### config.mk
export PLATFORM = sky130hd
export DESIGN_NAME = waypoint_follow_controller
export DESIGN_NICKNAME = d
export VERILOG_FILES = /design/src/hdl/wfc_pkg.sv /design/src/hdl/wfc_ctrl.sv /design/src/hdl/wfc_dp.sv /design/src/hdl/waypoint_follow_controller.sv
export SDC_FILE = /design/constraint.sdc
export NUM_CORES = 2
export LEC_CHECK = 0
export BUFFER_PORTS_ARGS = -buffer_cell sky130_fd_sc_hd__buf_2
export CAP_MARGIN = 40
export CORE_MARGIN = 10
export CORE_UTILIZATION = 40
export CTS_BUF_LIST = sky130_fd_sc_hd__clkbuf_8
export CTS_CLUSTER_DIAMETER = 80
export DETAILED_ROUTE_END_ITERATION = 8
export SYNTH_ARGS = -nofsm -noshare
export SYNTH_HDL_FRONTEND = slang
export SYNTH_SLANG_ARGS = --single-unit
### constraint.sdc
create_clock -name clk -period 11.8 [get_ports clk]
set_input_delay 0.59 -clock clk [delete_from_list [all_inputs] [get_ports clk]]
set_output_delay 0.59 -clock clk [all_outputs]
set_load 0.02 [all_outputs]
### src/hdl/wfc_pkg.sv
// shared types, constants and the cordic arctangent table for the waypoint follower
`timescale 1ns / 1ps

package wfc_pkg;

    localparam int NUM_WAYPOINTS_DEF = 3;
    localparam int CORDIC_STEPS_DEF  = 16;
    localparam int CORDIC_MAX_STEPS  = 24;
    localparam int STEP_W            = $clog2(CORDIC_MAX_STEPS);

    localparam int DATA_W = 64;
    localparam int ADDR_W = 6;

    localparam int D_W    = 17;   // waypoint minus pose
    localparam int SQ_W   = 34;   // squared distance
    localparam int XY_W   = 28;   // cordic x and y, dx scaled by 256 plus gain
    localparam int Z_W    = 21;   // cordic angle, 2^-16 rad
    localparam int BRG_W  = 18;   // bearing, Q3.13
    localparam int ERR_W  = 19;   // heading error
    localparam int ATAN_W = 17;

    localparam logic signed [Z_W-1:0] PI_Q16 = Z_W'(205887);

    typedef enum logic [1:0] {
        REQ_RANGE = 2'd0,
        REQ_ODOM  = 2'd1,
        REQ_TICK  = 2'd2,
        REQ_NONE  = 2'd3
    } req_t;

    typedef enum logic [2:0] {
        REG_WP_A      = 3'd0,
        REG_WP_B      = 3'd1,
        REG_WP_C      = 3'd2,
        REG_REACH_SQ  = 3'd3,
        REG_ANGLE_THR = 3'd4,
        REG_TURN_RATE = 3'd5,
        REG_FWD_SPEED = 3'd6,
        REG_OBST_DIST = 3'd7
    } reg_idx_t;

    typedef enum logic [2:0] {
        ST_IDLE,
        ST_SQX,
        ST_SQY,
        ST_CMP,
        ST_ROT,
        ST_RND,
        ST_DEC,
        ST_EMIT
    } state_t;

    typedef struct packed {
        logic [31:0]     waypoint_a;
        logic [31:0]     waypoint_b;
        logic [31:0]     waypoint_c;
        logic [SQ_W-1:0] reach_dist_sq;
        logic [14:0]     angle_threshold;
        logic [14:0]     turn_rate;
        logic [15:0]     cruise_speed;
        logic [15:0]     obstacle_dist;
    } cfg_t;

    typedef struct packed {
        logic              range_upd;
        logic              odom_upd;
        logic              tick_start;
        logic              sq_x;
        logic              sq_y;
        logic              cmp;
        logic              rot;
        logic              rnd;
        logic              dec;
        logic              emit;
        logic [STEP_W-1:0] step;
    } cmd_t;

    typedef struct packed {
        logic motion_ok;
        logic near;
        logic zero_vec;
        logic out_free;
    } sts_t;

    function automatic logic [ATAN_W-1:0] atan_q16(input logic [STEP_W-1:0] i);
        logic [ATAN_W-1:0] v;
        case (i)
            5'd0:    v = 17'd51472;
            5'd1:    v = 17'd30386;
            5'd2:    v = 17'd16055;
            5'd3:    v = 17'd8150;
            5'd4:    v = 17'd4091;
            5'd5:    v = 17'd2047;
            5'd6:    v = 17'd1024;
            5'd7:    v = 17'd512;
            5'd8:    v = 17'd256;
            5'd9:    v = 17'd128;
            5'd10:   v = 17'd64;
            5'd11:   v = 17'd32;
            5'd12:   v = 17'd16;
            5'd13:   v = 17'd8;
            5'd14:   v = 17'd4;
            5'd15:   v = 17'd2;
            5'd16:   v = 17'd1;
            default: v = 17'd0;
        endcase
        return v;
    endfunction

endpackage

### src/hdl/wfc_ctrl.sv
// controller state machine sequencing one item at a time through the datapath
`timescale 1ns / 1ps

module wfc_ctrl #(
    parameter int CORDIC_STEPS = wfc_pkg::CORDIC_STEPS_DEF
) (
    input  logic              clk,
    input  logic              rst_n,
    input  logic              in_valid,
    output logic              in_ready,
    input  logic [1:0]        req_type,
    input  wfc_pkg::sts_t     sts,
    output wfc_pkg::cmd_t     cmd
);

    localparam int CNT_W = (CORDIC_STEPS > 1) ? $clog2(CORDIC_STEPS) : 1;
    localparam logic [CNT_W-1:0] CNT_LAST = CNT_W'(CORDIC_STEPS - 1);

    wfc_pkg::state_t state_reg;
    wfc_pkg::state_t state_next;
    logic [CNT_W-1:0] cnt_reg;
    logic [CNT_W-1:0] cnt_next;
    logic             in_acc;

    assign in_acc = in_valid && in_ready;

    always_ff @(posedge clk or negedge rst_n)
    begin
        if (!rst_n)
        begin
            state_reg <= wfc_pkg::ST_IDLE;
            cnt_reg   <= '0;
        end
        else
        begin
            state_reg <= state_next;
            cnt_reg   <= cnt_next;
        end
    end

    always_comb
    begin
        state_next = state_reg;
        cnt_next   = cnt_reg;
        case (state_reg)
            wfc_pkg::ST_IDLE:
            begin
                if (in_acc && req_type == wfc_pkg::REQ_TICK)
                begin
                    state_next = sts.motion_ok ? wfc_pkg::ST_SQX : wfc_pkg::ST_EMIT;
                end
            end
            wfc_pkg::ST_SQX: state_next = wfc_pkg::ST_SQY;
            wfc_pkg::ST_SQY: state_next = wfc_pkg::ST_CMP;
            wfc_pkg::ST_CMP:
            begin
                cnt_next = '0;
                if (sts.near)
                begin
                    state_next = wfc_pkg::ST_EMIT;
                end
                else if (sts.zero_vec)
                begin
                    state_next = wfc_pkg::ST_RND;
                end
                else
                begin
                    state_next = wfc_pkg::ST_ROT;
                end
            end
            wfc_pkg::ST_ROT:
            begin
                cnt_next = cnt_reg + CNT_W'(1);
                if (cnt_reg == CNT_LAST)
                begin
                    state_next = wfc_pkg::ST_RND;
                end
            end
            wfc_pkg::ST_RND: state_next = wfc_pkg::ST_DEC;
            wfc_pkg::ST_DEC: state_next = wfc_pkg::ST_EMIT;
            wfc_pkg::ST_EMIT:
            begin
                if (sts.out_free)
                begin
                    state_next = wfc_pkg::ST_IDLE;
                end
            end
            default: state_next = wfc_pkg::ST_IDLE;
        endcase
    end

    always_comb
    begin
        in_ready       = (state_reg == wfc_pkg::ST_IDLE);
        cmd            = '0;
        cmd.range_upd  = in_acc && (req_type == wfc_pkg::REQ_RANGE);
        cmd.odom_upd   = in_acc && (req_type == wfc_pkg::REQ_ODOM);
        cmd.tick_start = in_acc && (req_type == wfc_pkg::REQ_TICK);
        cmd.sq_x       = (state_reg == wfc_pkg::ST_SQX);
        cmd.sq_y       = (state_reg == wfc_pkg::ST_SQY);
        cmd.cmp        = (state_reg == wfc_pkg::ST_CMP);
        cmd.rot        = (state_reg == wfc_pkg::ST_ROT);
        cmd.rnd        = (state_reg == wfc_pkg::ST_RND);
        cmd.dec        = (state_reg == wfc_pkg::ST_DEC);
        cmd.emit       = (state_reg == wfc_pkg::ST_EMIT) && sts.out_free;
        cmd.step       = {{(wfc_pkg::STEP_W - CNT_W){1'b0}}, cnt_reg};
    end

endmodule

### src/hdl/wfc_dp.sv
// datapath: pose and safety state, squared distance, cordic bearing and output register
`timescale 1ns / 1ps

module wfc_dp #(
    parameter int NUM_WAYPOINTS = wfc_pkg::NUM_WAYPOINTS_DEF
) (
    input  logic                clk,
    input  logic                rst_n,
    input  wfc_pkg::cfg_t       cfg,
    input  wfc_pkg::cmd_t       cmd,
    output wfc_pkg::sts_t       sts,
    input  logic [15:0]         range_mm,
    input  logic                scan_last,
    input  logic signed [15:0]  pos_x,
    input  logic signed [15:0]  pos_y,
    input  logic signed [15:0]  yaw,
    output logic                out_valid,
    input  logic                out_ready,
    output logic [15:0]         linear_speed,
    output logic signed [15:0]  angular_rate,
    output logic                reached,
    output logic [1:0]          waypoint_index
);

    localparam int D_W   = wfc_pkg::D_W;
    localparam int SQ_W  = wfc_pkg::SQ_W;
    localparam int XY_W  = wfc_pkg::XY_W;
    localparam int Z_W   = wfc_pkg::Z_W;
    localparam int BRG_W = wfc_pkg::BRG_W;
    localparam int ERR_W = wfc_pkg::ERR_W;
    localparam logic [2:0] NUM_WP = 3'(NUM_WAYPOINTS);

    // sensor and pose state
    logic signed [15:0] pose_x_reg;
    logic signed [15:0] pose_y_reg;
    logic signed [15:0] pose_yaw_reg;
    logic               pose_ok_reg;
    logic               safe_reg;
    logic               scan_close_reg;
    logic [1:0]         target_reg;

    // per-tick working registers
    logic signed [D_W-1:0]   dx_reg;
    logic signed [D_W-1:0]   dy_reg;
    logic [SQ_W-1:0]         sqx_reg;
    logic [SQ_W-1:0]         sqy_reg;
    logic signed [XY_W-1:0]  x_reg;
    logic signed [XY_W-1:0]  y_reg;
    logic signed [Z_W-1:0]   z_reg;
    logic signed [ERR_W-1:0] err_reg;
    logic [15:0]             res_lin_reg;
    logic signed [15:0]      res_ang_reg;
    logic                    res_reached_reg;
    logic [1:0]              res_idx_reg;

    logic                    out_valid_reg;
    logic [15:0]             out_lin_reg;
    logic signed [15:0]      out_ang_reg;
    logic                    out_reached_reg;
    logic [1:0]              out_idx_reg;

    logic [31:0]             wp_sel;
    logic signed [D_W-1:0]   dx_new;
    logic signed [D_W-1:0]   dy_new;
    logic                    close;
    logic                    saw;
    logic                    safe_next;
    logic                    scan_close_next;
    logic [2:0]              target_inc;
    logic [1:0]              target_next;
    logic signed [XY_W-1:0]  x_init;
    logic signed [XY_W-1:0]  y_init;
    logic signed [XY_W-1:0]  y_shift;
    logic signed [XY_W-1:0]  x_shift;
    logic signed [Z_W-1:0]   atan_ext;
    logic [Z_W-1:0]          z_abs;
    logic [Z_W-1:0]          z_rnd;
    logic signed [BRG_W-1:0] brg_mag;
    logic signed [BRG_W-1:0] bearing;
    logic signed [ERR_W-1:0] err_abs;
    logic signed [15:0]      turn_pos;

    always_comb
    begin
        case (target_reg)
            2'd0:    wp_sel = cfg.waypoint_a;
            2'd1:    wp_sel = cfg.waypoint_b;
            default: wp_sel = cfg.waypoint_c;
        endcase
        dx_new = D_W'($signed(wp_sel[31:16])) - D_W'(pose_x_reg);
        dy_new = D_W'($signed(wp_sel[15:0])) - D_W'(pose_y_reg);

        close           = (range_mm < cfg.obstacle_dist);
        saw             = scan_close_reg || close;
        safe_next       = close ? 1'b0 : safe_reg;
        scan_close_next = saw;
        if (scan_last)
        begin
            if (!saw)
            begin
                safe_next = 1'b1;
            end
            scan_close_next = 1'b0;
        end

        target_inc  = {1'b0, target_reg} + 3'd1;
        target_next = (target_inc >= NUM_WP) ? 2'd0 : target_inc[1:0];

        // a vector in the left half plane is turned by pi first
        x_init = {{(XY_W - D_W - 8){dx_reg[D_W-1]}}, dx_reg, 8'd0};
        y_init = {{(XY_W - D_W - 8){dy_reg[D_W-1]}}, dy_reg, 8'd0};

        y_shift  = y_reg >>> cmd.step;
        x_shift  = x_reg >>> cmd.step;
        atan_ext = Z_W'(wfc_pkg::atan_q16(cmd.step));

        // round half away from zero into Q3.13
        z_abs   = z_reg[Z_W-1] ? Z_W'(-z_reg) : Z_W'(z_reg);
        z_rnd   = (z_abs + Z_W'(4)) >> 3;
        brg_mag = BRG_W'(z_rnd);
        bearing = z_reg[Z_W-1] ? -brg_mag : brg_mag;

        err_abs  = err_reg[ERR_W-1] ? -err_reg : err_reg;
        turn_pos = $signed({1'b0, cfg.turn_rate});
    end

    always_ff @(posedge clk or negedge rst_n)
    begin
        if (!rst_n)
        begin
            pose_x_reg     <= '0;
            pose_y_reg     <= '0;
            pose_yaw_reg   <= '0;
            pose_ok_reg    <= 1'b0;
            safe_reg       <= 1'b1;
            scan_close_reg <= 1'b0;
            target_reg     <= '0;
            out_valid_reg  <= 1'b0;
        end
        else
        begin
            if (cmd.range_upd)
            begin
                safe_reg       <= safe_next;
                scan_close_reg <= scan_close_next;
            end
            if (cmd.odom_upd)
            begin
                pose_x_reg   <= pos_x;
                pose_y_reg   <= pos_y;
                pose_yaw_reg <= yaw;
                pose_ok_reg  <= 1'b1;
            end
            if (cmd.cmp && sts.near)
            begin
                target_reg <= target_next;
            end
            if (cmd.emit)
            begin
                out_valid_reg <= 1'b1;
            end
            else if (out_ready)
            begin
                out_valid_reg <= 1'b0;
            end
        end
    end

    always_ff @(posedge clk)
    begin
        if (cmd.tick_start)
        begin
            dx_reg          <= dx_new;
            dy_reg          <= dy_new;
            res_lin_reg     <= '0;
            res_ang_reg     <= '0;
            res_reached_reg <= 1'b0;
            res_idx_reg     <= target_reg;
        end
        if (cmd.sq_x)
        begin
            sqx_reg <= SQ_W'(dx_reg * dx_reg);
        end
        if (cmd.sq_y)
        begin
            sqy_reg <= SQ_W'(dy_reg * dy_reg);
        end
        if (cmd.cmp)
        begin
            if (sts.near)
            begin
                res_reached_reg <= 1'b1;
            end
            if (dx_reg[D_W-1])
            begin
                x_reg <= -x_init;
                y_reg <= -y_init;
                z_reg <= dy_reg[D_W-1] ? -wfc_pkg::PI_Q16 : wfc_pkg::PI_Q16;
            end
            else
            begin
                x_reg <= x_init;
                y_reg <= y_init;
                z_reg <= '0;
            end
        end
        if (cmd.rot)
        begin
            if (y_reg[XY_W-1])
            begin
                x_reg <= x_reg - y_shift;
                y_reg <= y_reg + x_shift;
                z_reg <= z_reg - atan_ext;
            end
            else
            begin
                x_reg <= x_reg + y_shift;
                y_reg <= y_reg - x_shift;
                z_reg <= z_reg + atan_ext;
            end
        end
        if (cmd.rnd)
        begin
            err_reg <= ERR_W'(bearing) - ERR_W'(pose_yaw_reg);
        end
        if (cmd.dec)
        begin
            if (err_abs > $signed({4'd0, cfg.angle_threshold}))
            begin
                res_ang_reg <= (err_reg > 0) ? turn_pos : -turn_pos;
            end
            else
            begin
                res_lin_reg <= cfg.cruise_speed;
            end
        end
        if (cmd.emit)
        begin
            out_lin_reg     <= res_lin_reg;
            out_ang_reg     <= res_ang_reg;
            out_reached_reg <= res_reached_reg;
            out_idx_reg     <= res_idx_reg;
        end
    end

    always_comb
    begin
        sts.motion_ok = safe_reg && pose_ok_reg;
        sts.near      = ((sqx_reg + sqy_reg) < cfg.reach_dist_sq);
        sts.zero_vec  = (dx_reg == '0) && (dy_reg == '0);
        sts.out_free  = !out_valid_reg || out_ready;
    end

    assign out_valid      = out_valid_reg;
    assign linear_speed   = out_lin_reg;
    assign angular_rate   = out_ang_reg;
    assign reached        = out_reached_reg;
    assign waypoint_index = out_idx_reg;

endmodule

### src/hdl/waypoint_follow_controller.sv
// top level: register file on the apb port, controller and datapath
// an odometry pose or range sample item is handled in the idle state and the next item is taken right after
// a tick item goes from idle straight to emit when motion is blocked, through sqx, sqy and cmp to emit
// when the waypoint is reached, adds rnd and dec with a zero offset, else also the cordic rot loop
// the result sits in an output register, so the next item is taken while it waits
// reset clears pose, waypoint index and output valid, sets the safety flag, and loads register defaults
`timescale 1ns / 1ps

module waypoint_follow_controller #(
    parameter int NUM_WAYPOINTS = wfc_pkg::NUM_WAYPOINTS_DEF,
    parameter int CORDIC_STEPS  = wfc_pkg::CORDIC_STEPS_DEF
) (
    input  logic                          clk,
    input  logic                          rst_n,
    input  logic                          psel,
    input  logic                          penable,
    input  logic                          pwrite,
    input  logic [wfc_pkg::ADDR_W-1:0]    paddr,
    input  logic [wfc_pkg::DATA_W-1:0]    pwdata,
    output logic [wfc_pkg::DATA_W-1:0]    prdata,
    output logic                          pready,
    input  logic                          in_valid,
    output logic                          in_ready,
    input  logic [1:0]                    req_type,
    input  logic [15:0]                   range_mm,
    input  logic                          scan_last,
    input  logic signed [15:0]            pos_x,
    input  logic signed [15:0]            pos_y,
    input  logic signed [15:0]            yaw,
    output logic                          out_valid,
    input  logic                          out_ready,
    output logic [15:0]                   linear_speed,
    output logic signed [15:0]            angular_rate,
    output logic                          reached,
    output logic [1:0]                    waypoint_index
);

    localparam int DATA_W = wfc_pkg::DATA_W;

    wfc_pkg::cfg_t     cfg_reg;
    wfc_pkg::cmd_t     cmd;
    wfc_pkg::sts_t     sts;
    wfc_pkg::reg_idx_t reg_sel;
    logic              wr_en;

    assign pready  = 1'b1;
    assign wr_en   = psel && penable && pwrite && pready;
    assign reg_sel = wfc_pkg::reg_idx_t'(paddr[5:3]);

    always_ff @(posedge clk or negedge rst_n)
    begin
        if (!rst_n)
        begin
            cfg_reg.waypoint_a      <= '0;
            cfg_reg.waypoint_b      <= '0;
            cfg_reg.waypoint_c      <= '0;
            cfg_reg.reach_dist_sq   <= 34'd90000;
            cfg_reg.angle_threshold <= 15'd819;
            cfg_reg.turn_rate       <= 15'd1638;
            cfg_reg.cruise_speed    <= 16'd500;
            cfg_reg.obstacle_dist   <= 16'd500;
        end
        else if (wr_en)
        begin
            case (reg_sel)
                wfc_pkg::REG_WP_A:      cfg_reg.waypoint_a      <= pwdata[31:0];
                wfc_pkg::REG_WP_B:      cfg_reg.waypoint_b      <= pwdata[31:0];
                wfc_pkg::REG_WP_C:      cfg_reg.waypoint_c      <= pwdata[31:0];
                wfc_pkg::REG_REACH_SQ:  cfg_reg.reach_dist_sq   <= pwdata[33:0];
                wfc_pkg::REG_ANGLE_THR: cfg_reg.angle_threshold <= pwdata[14:0];
                wfc_pkg::REG_TURN_RATE: cfg_reg.turn_rate       <= pwdata[14:0];
                wfc_pkg::REG_FWD_SPEED: cfg_reg.cruise_speed    <= pwdata[15:0];
                wfc_pkg::REG_OBST_DIST: cfg_reg.obstacle_dist   <= pwdata[15:0];
                default: ;
            endcase
        end
    end

    always_comb
    begin
        case (reg_sel)
            wfc_pkg::REG_WP_A:      prdata = DATA_W'(cfg_reg.waypoint_a);
            wfc_pkg::REG_WP_B:      prdata = DATA_W'(cfg_reg.waypoint_b);
            wfc_pkg::REG_WP_C:      prdata = DATA_W'(cfg_reg.waypoint_c);
            wfc_pkg::REG_REACH_SQ:  prdata = DATA_W'(cfg_reg.reach_dist_sq);
            wfc_pkg::REG_ANGLE_THR: prdata = DATA_W'(cfg_reg.angle_threshold);
            wfc_pkg::REG_TURN_RATE: prdata = DATA_W'(cfg_reg.turn_rate);
            wfc_pkg::REG_FWD_SPEED: prdata = DATA_W'(cfg_reg.cruise_speed);
            wfc_pkg::REG_OBST_DIST: prdata = DATA_W'(cfg_reg.obstacle_dist);
            default:                prdata = '0;
        endcase
    end

    wfc_ctrl #(
        .CORDIC_STEPS (CORDIC_STEPS)
    ) u_ctrl (
        .clk      (clk),
        .rst_n    (rst_n),
        .in_valid (in_valid),
        .in_ready (in_ready),
        .req_type (req_type),
        .sts      (sts),
        .cmd      (cmd)
    );

    wfc_dp #(
        .NUM_WAYPOINTS (NUM_WAYPOINTS)
    ) u_dp (
        .clk            (clk),
        .rst_n          (rst_n),
        .cfg            (cfg_reg),
        .cmd            (cmd),
        .sts            (sts),
        .range_mm       (range_mm),
        .scan_last      (scan_last),
        .pos_x          (pos_x),
        .pos_y          (pos_y),
        .yaw            (yaw),
        .out_valid      (out_valid),
        .out_ready      (out_ready),
        .linear_speed   (linear_speed),
        .angular_rate   (angular_rate),
        .reached        (reached),
        .waypoint_index (waypoint_index)
    );

endmodule
==> summary.md <==
| Metric | Value |
|---|---|
| Status | completed |
| Pleak | 28.8 nW |
| Via count | 42000 |
| Total Routing Usage GR | 19.7% |
| RSZ-0062 raised after global routing | false |
| TritonRoute pass-1 iters | 6 |
| FMAX | 130 MHz |
| Largest net degree at the start of global routing | 161 |
| Max Transition Viols Final | 0 |
| Ys async rst share | 48.7% |
| CP Class | reg2reg |
| Worst-path fanout max | 14 |
| Initial DRC Count | 2727 |
| Setup repair bufs after CTS | 0 |
| Die ar. | 156000 um2 |
| P&R area growth vs syn | 10.0% |
| Post-DP Area | 59100 um2 |
| Die Y | 395 um |
| Clk_skew | 0.0748 ns |
| Site row count | 137 |
| Core Region | 140000 um2 |
| Post-synth EDFFs | 233 |
| CTS tree | yes |
| Max Cap Viol | 0 |
| CP endpoint kind | register |
| Setup TNS | 0 ns |
| Gr ovfl total | 0 |
| Synth Cell Area | 56200 um2 |
| Critical Path RT | 12.36 ns |
| Synth warn | 0 |
| Routed Antenna Nets | 0 |
| Synth Register Bits | 519 |
| Hold Fails Final Rpt | 0 |
| Post-synth cell types | 107 |
| Final period util | 65.2% |
| Worst-path clk slew | 0.06 ns |
| Startpoint class of the critical path | register |
| First-pass GRT wire length | 245000 um |
| # port buffers | 181 |
| Max VDD drop | 0.000206 V |
| Max reg flops | 192 |
| Layout cells sized above 1 | 12.7% |
| Worst-Margin Slew | 1.01 ns |
| Sequential area share after synthesis | 24.9% |
| Clock Sinks | 519 |
| Post-CTS resize count | 0 |
| Hold slack | 0.0684 ns |
| Longest Clk Path Bufs | 3 |
| Hold Buf Count CTS | 56 |
| H-tree Lvls | 3 |
| DRC Markers | 0 |
| Routed wire length | 155000 um |
| Synth Instances | 5782 |
| Final nets | 7072 |
| Synth Area per Inst | 9.73 um2 |
| Post-route minimum period | 7.69 ns |
| Critical path arrival | 8.25 ns |
| DR WL/cell | 19.6 um |
| Initial antenna violation count | 14 |
| Post-DP HPWL | 122000 um |
| Hold crit path type | in2reg |
| Rel. slew slack | 32.7% |
| Pwr dens | 300 nW/um2 |
| Die Width | 395 um |
| Skew-Pair Late Insertion Delay | 0.82 ns |
| Tot Pwr | 18.6 mW |
| Vias per inst | 5.30 |
| Synth Flop Type | edfxtp_1 |
| # setup viols final | 0 |
| I/O pins | 246 |
| Final Cell Area | 61900 um2 |
| Vias in the first global route | 43100 |
| Root Driver | clkbuf_8 |
| Initial core utilization | 40.3% |
| Final Core Density | 44.3% |
| CTS buffer count | 99 |
| Layout fillers | 13500 |
| GPL Wtd Cong | 0.882 |
[cells by family after synthesis]
family | share of synthesized area, %
buffers and inverters | 8.44
flip-flops | 24.9
AND/OR/NAND/NOR | 11.4
adder cells (fa/ha/maj) | 28.7
XOR/XNOR | 5.86
other | 0.0134
AO/OA/AOI/OAI | 10.7
multiplexers | 9.93
[report_power, final]
part           leakage [nW]  switching [mW]  total [mW]  internal, mW
Clock                  1.23           0.884        1.97          1.09
Sequential             5.51           0.530        3.50          2.97
Combinational          22.0            7.51        13.1          5.60
Total                  28.8            8.92        18.6          9.65
[synth_stat cells, drive strengths merged, types with 96 or more instances]
cell	number	share of area (%)
inv	914	6.1
fa	539	19
nand2	525	3.5
ha	429	9.5
nor2	330	2.2
o21ai	322	2.9
xnor2	268	4.2
a21oi	236	2.1
edfxtp	233	12
dfrtp	219	9.7
mux2	188	3.8
clkbuf	187	1.4
mux2i	124	2.2
xor2	106	1.7
a21o	103	1.4
and2	99	1.1
mux4	96	4.0
[stage by stage]
step | setup slack, ns | cells
2_1_floorplan | 4.60 | 5811
3_3_place_gp | 4.15 | 7666
3_5_place_dp | 4.14 | 7679
4_1_cts | 4.11 | 7923
5_1_grt | 3.63 | 7924
6_report | 4.11 | 7929
[layout by cell type, fill, tap and decap left out, types with 103 or more instances in the layout]
master	netlist	routed
xor2_1	106	106
nor2_1	330	327
clkbuf_8	9	126
buf_2	13	181
a21o_1	103	103
ha_1	429	429
a21oi_1	236	236
edfxtp_1	233	233
nand2_1	524	522
mux2i_1	124	124
dfrtp_1	219	213
fa_1	539	539
o21ai_0	316	315
mux2_2	187	187
xnor2_1	268	268
inv_1	913	941
[critical path, stage by stage (launching register included)]
cell	delay, ns
edfxtp_1	0.80
inv_1	0.48
nor2_1	0.31
ha_1	0.40
fa_1	1.02
inv_1	0.38
fa_1	0.61
inv_1	0.05
fa_1	0.48
inv_1	0.05
fa_1	0.53
inv_1	0.04
ha_1	0.36
a21o_1	0.20
a21o_1	0.18
a21o_1	0.16
a21oi_1	0.14
o21bai_1	0.07
a21o_1	0.17
a221o_1	0.35
a211oi_1	0.26
o21bai_1	0.11
a21oi_1	0.19
xnor2_1	0.08
[layer usage]
layer  routed length (um)  track usage, %  share of wire (%)
met5                   77               0              0.050
met2                71300            31.7                 46
met1                69600            27.1                 45
met4                 3710            4.98                2.4
met3                10800            4.02                6.9
[final timing paths]
kind	startpoint	endpoint	slack, ns	depth (start not counted)
setup / recovery	u_dp.dy_reg[0]	u_dp.sqy_reg[32]	4.11	23
hold / removal	yaw[5]	u_dp.pose_yaw_reg[5]	0.07	2
setup reg to reg	u_dp.dy_reg[0]	u_dp.sqy_reg[32]	4.11	23
hold reg to reg	u_dp.res_ang_reg[3]	u_dp.angular_rate[3]	0.42	0
max in group asynchronous	rst_n	u_dp.pose_x_reg[5]	9.86	3
min in group asynchronous	rst_n	cfg_reg[19]	0.44	2
[layout make-up]
cell class | instances | area (um2) | share of cell area [%]
multi-input cells | 4108 | 37700 | 60.9
clock inverters | 62 | 470 | 0.760
repair buffers | 311 | 2160 | 3.48
flip-flops and latches | 519 | 14000 | 22.7
diodes | 6 | 15.0 | 0.0243
well taps | 1876 | 2350 | 3.79
inverters | 921 | 3460 | 5.59
clock buffers | 126 | 1730 | 2.80
(Power assumes the default switching activity.)
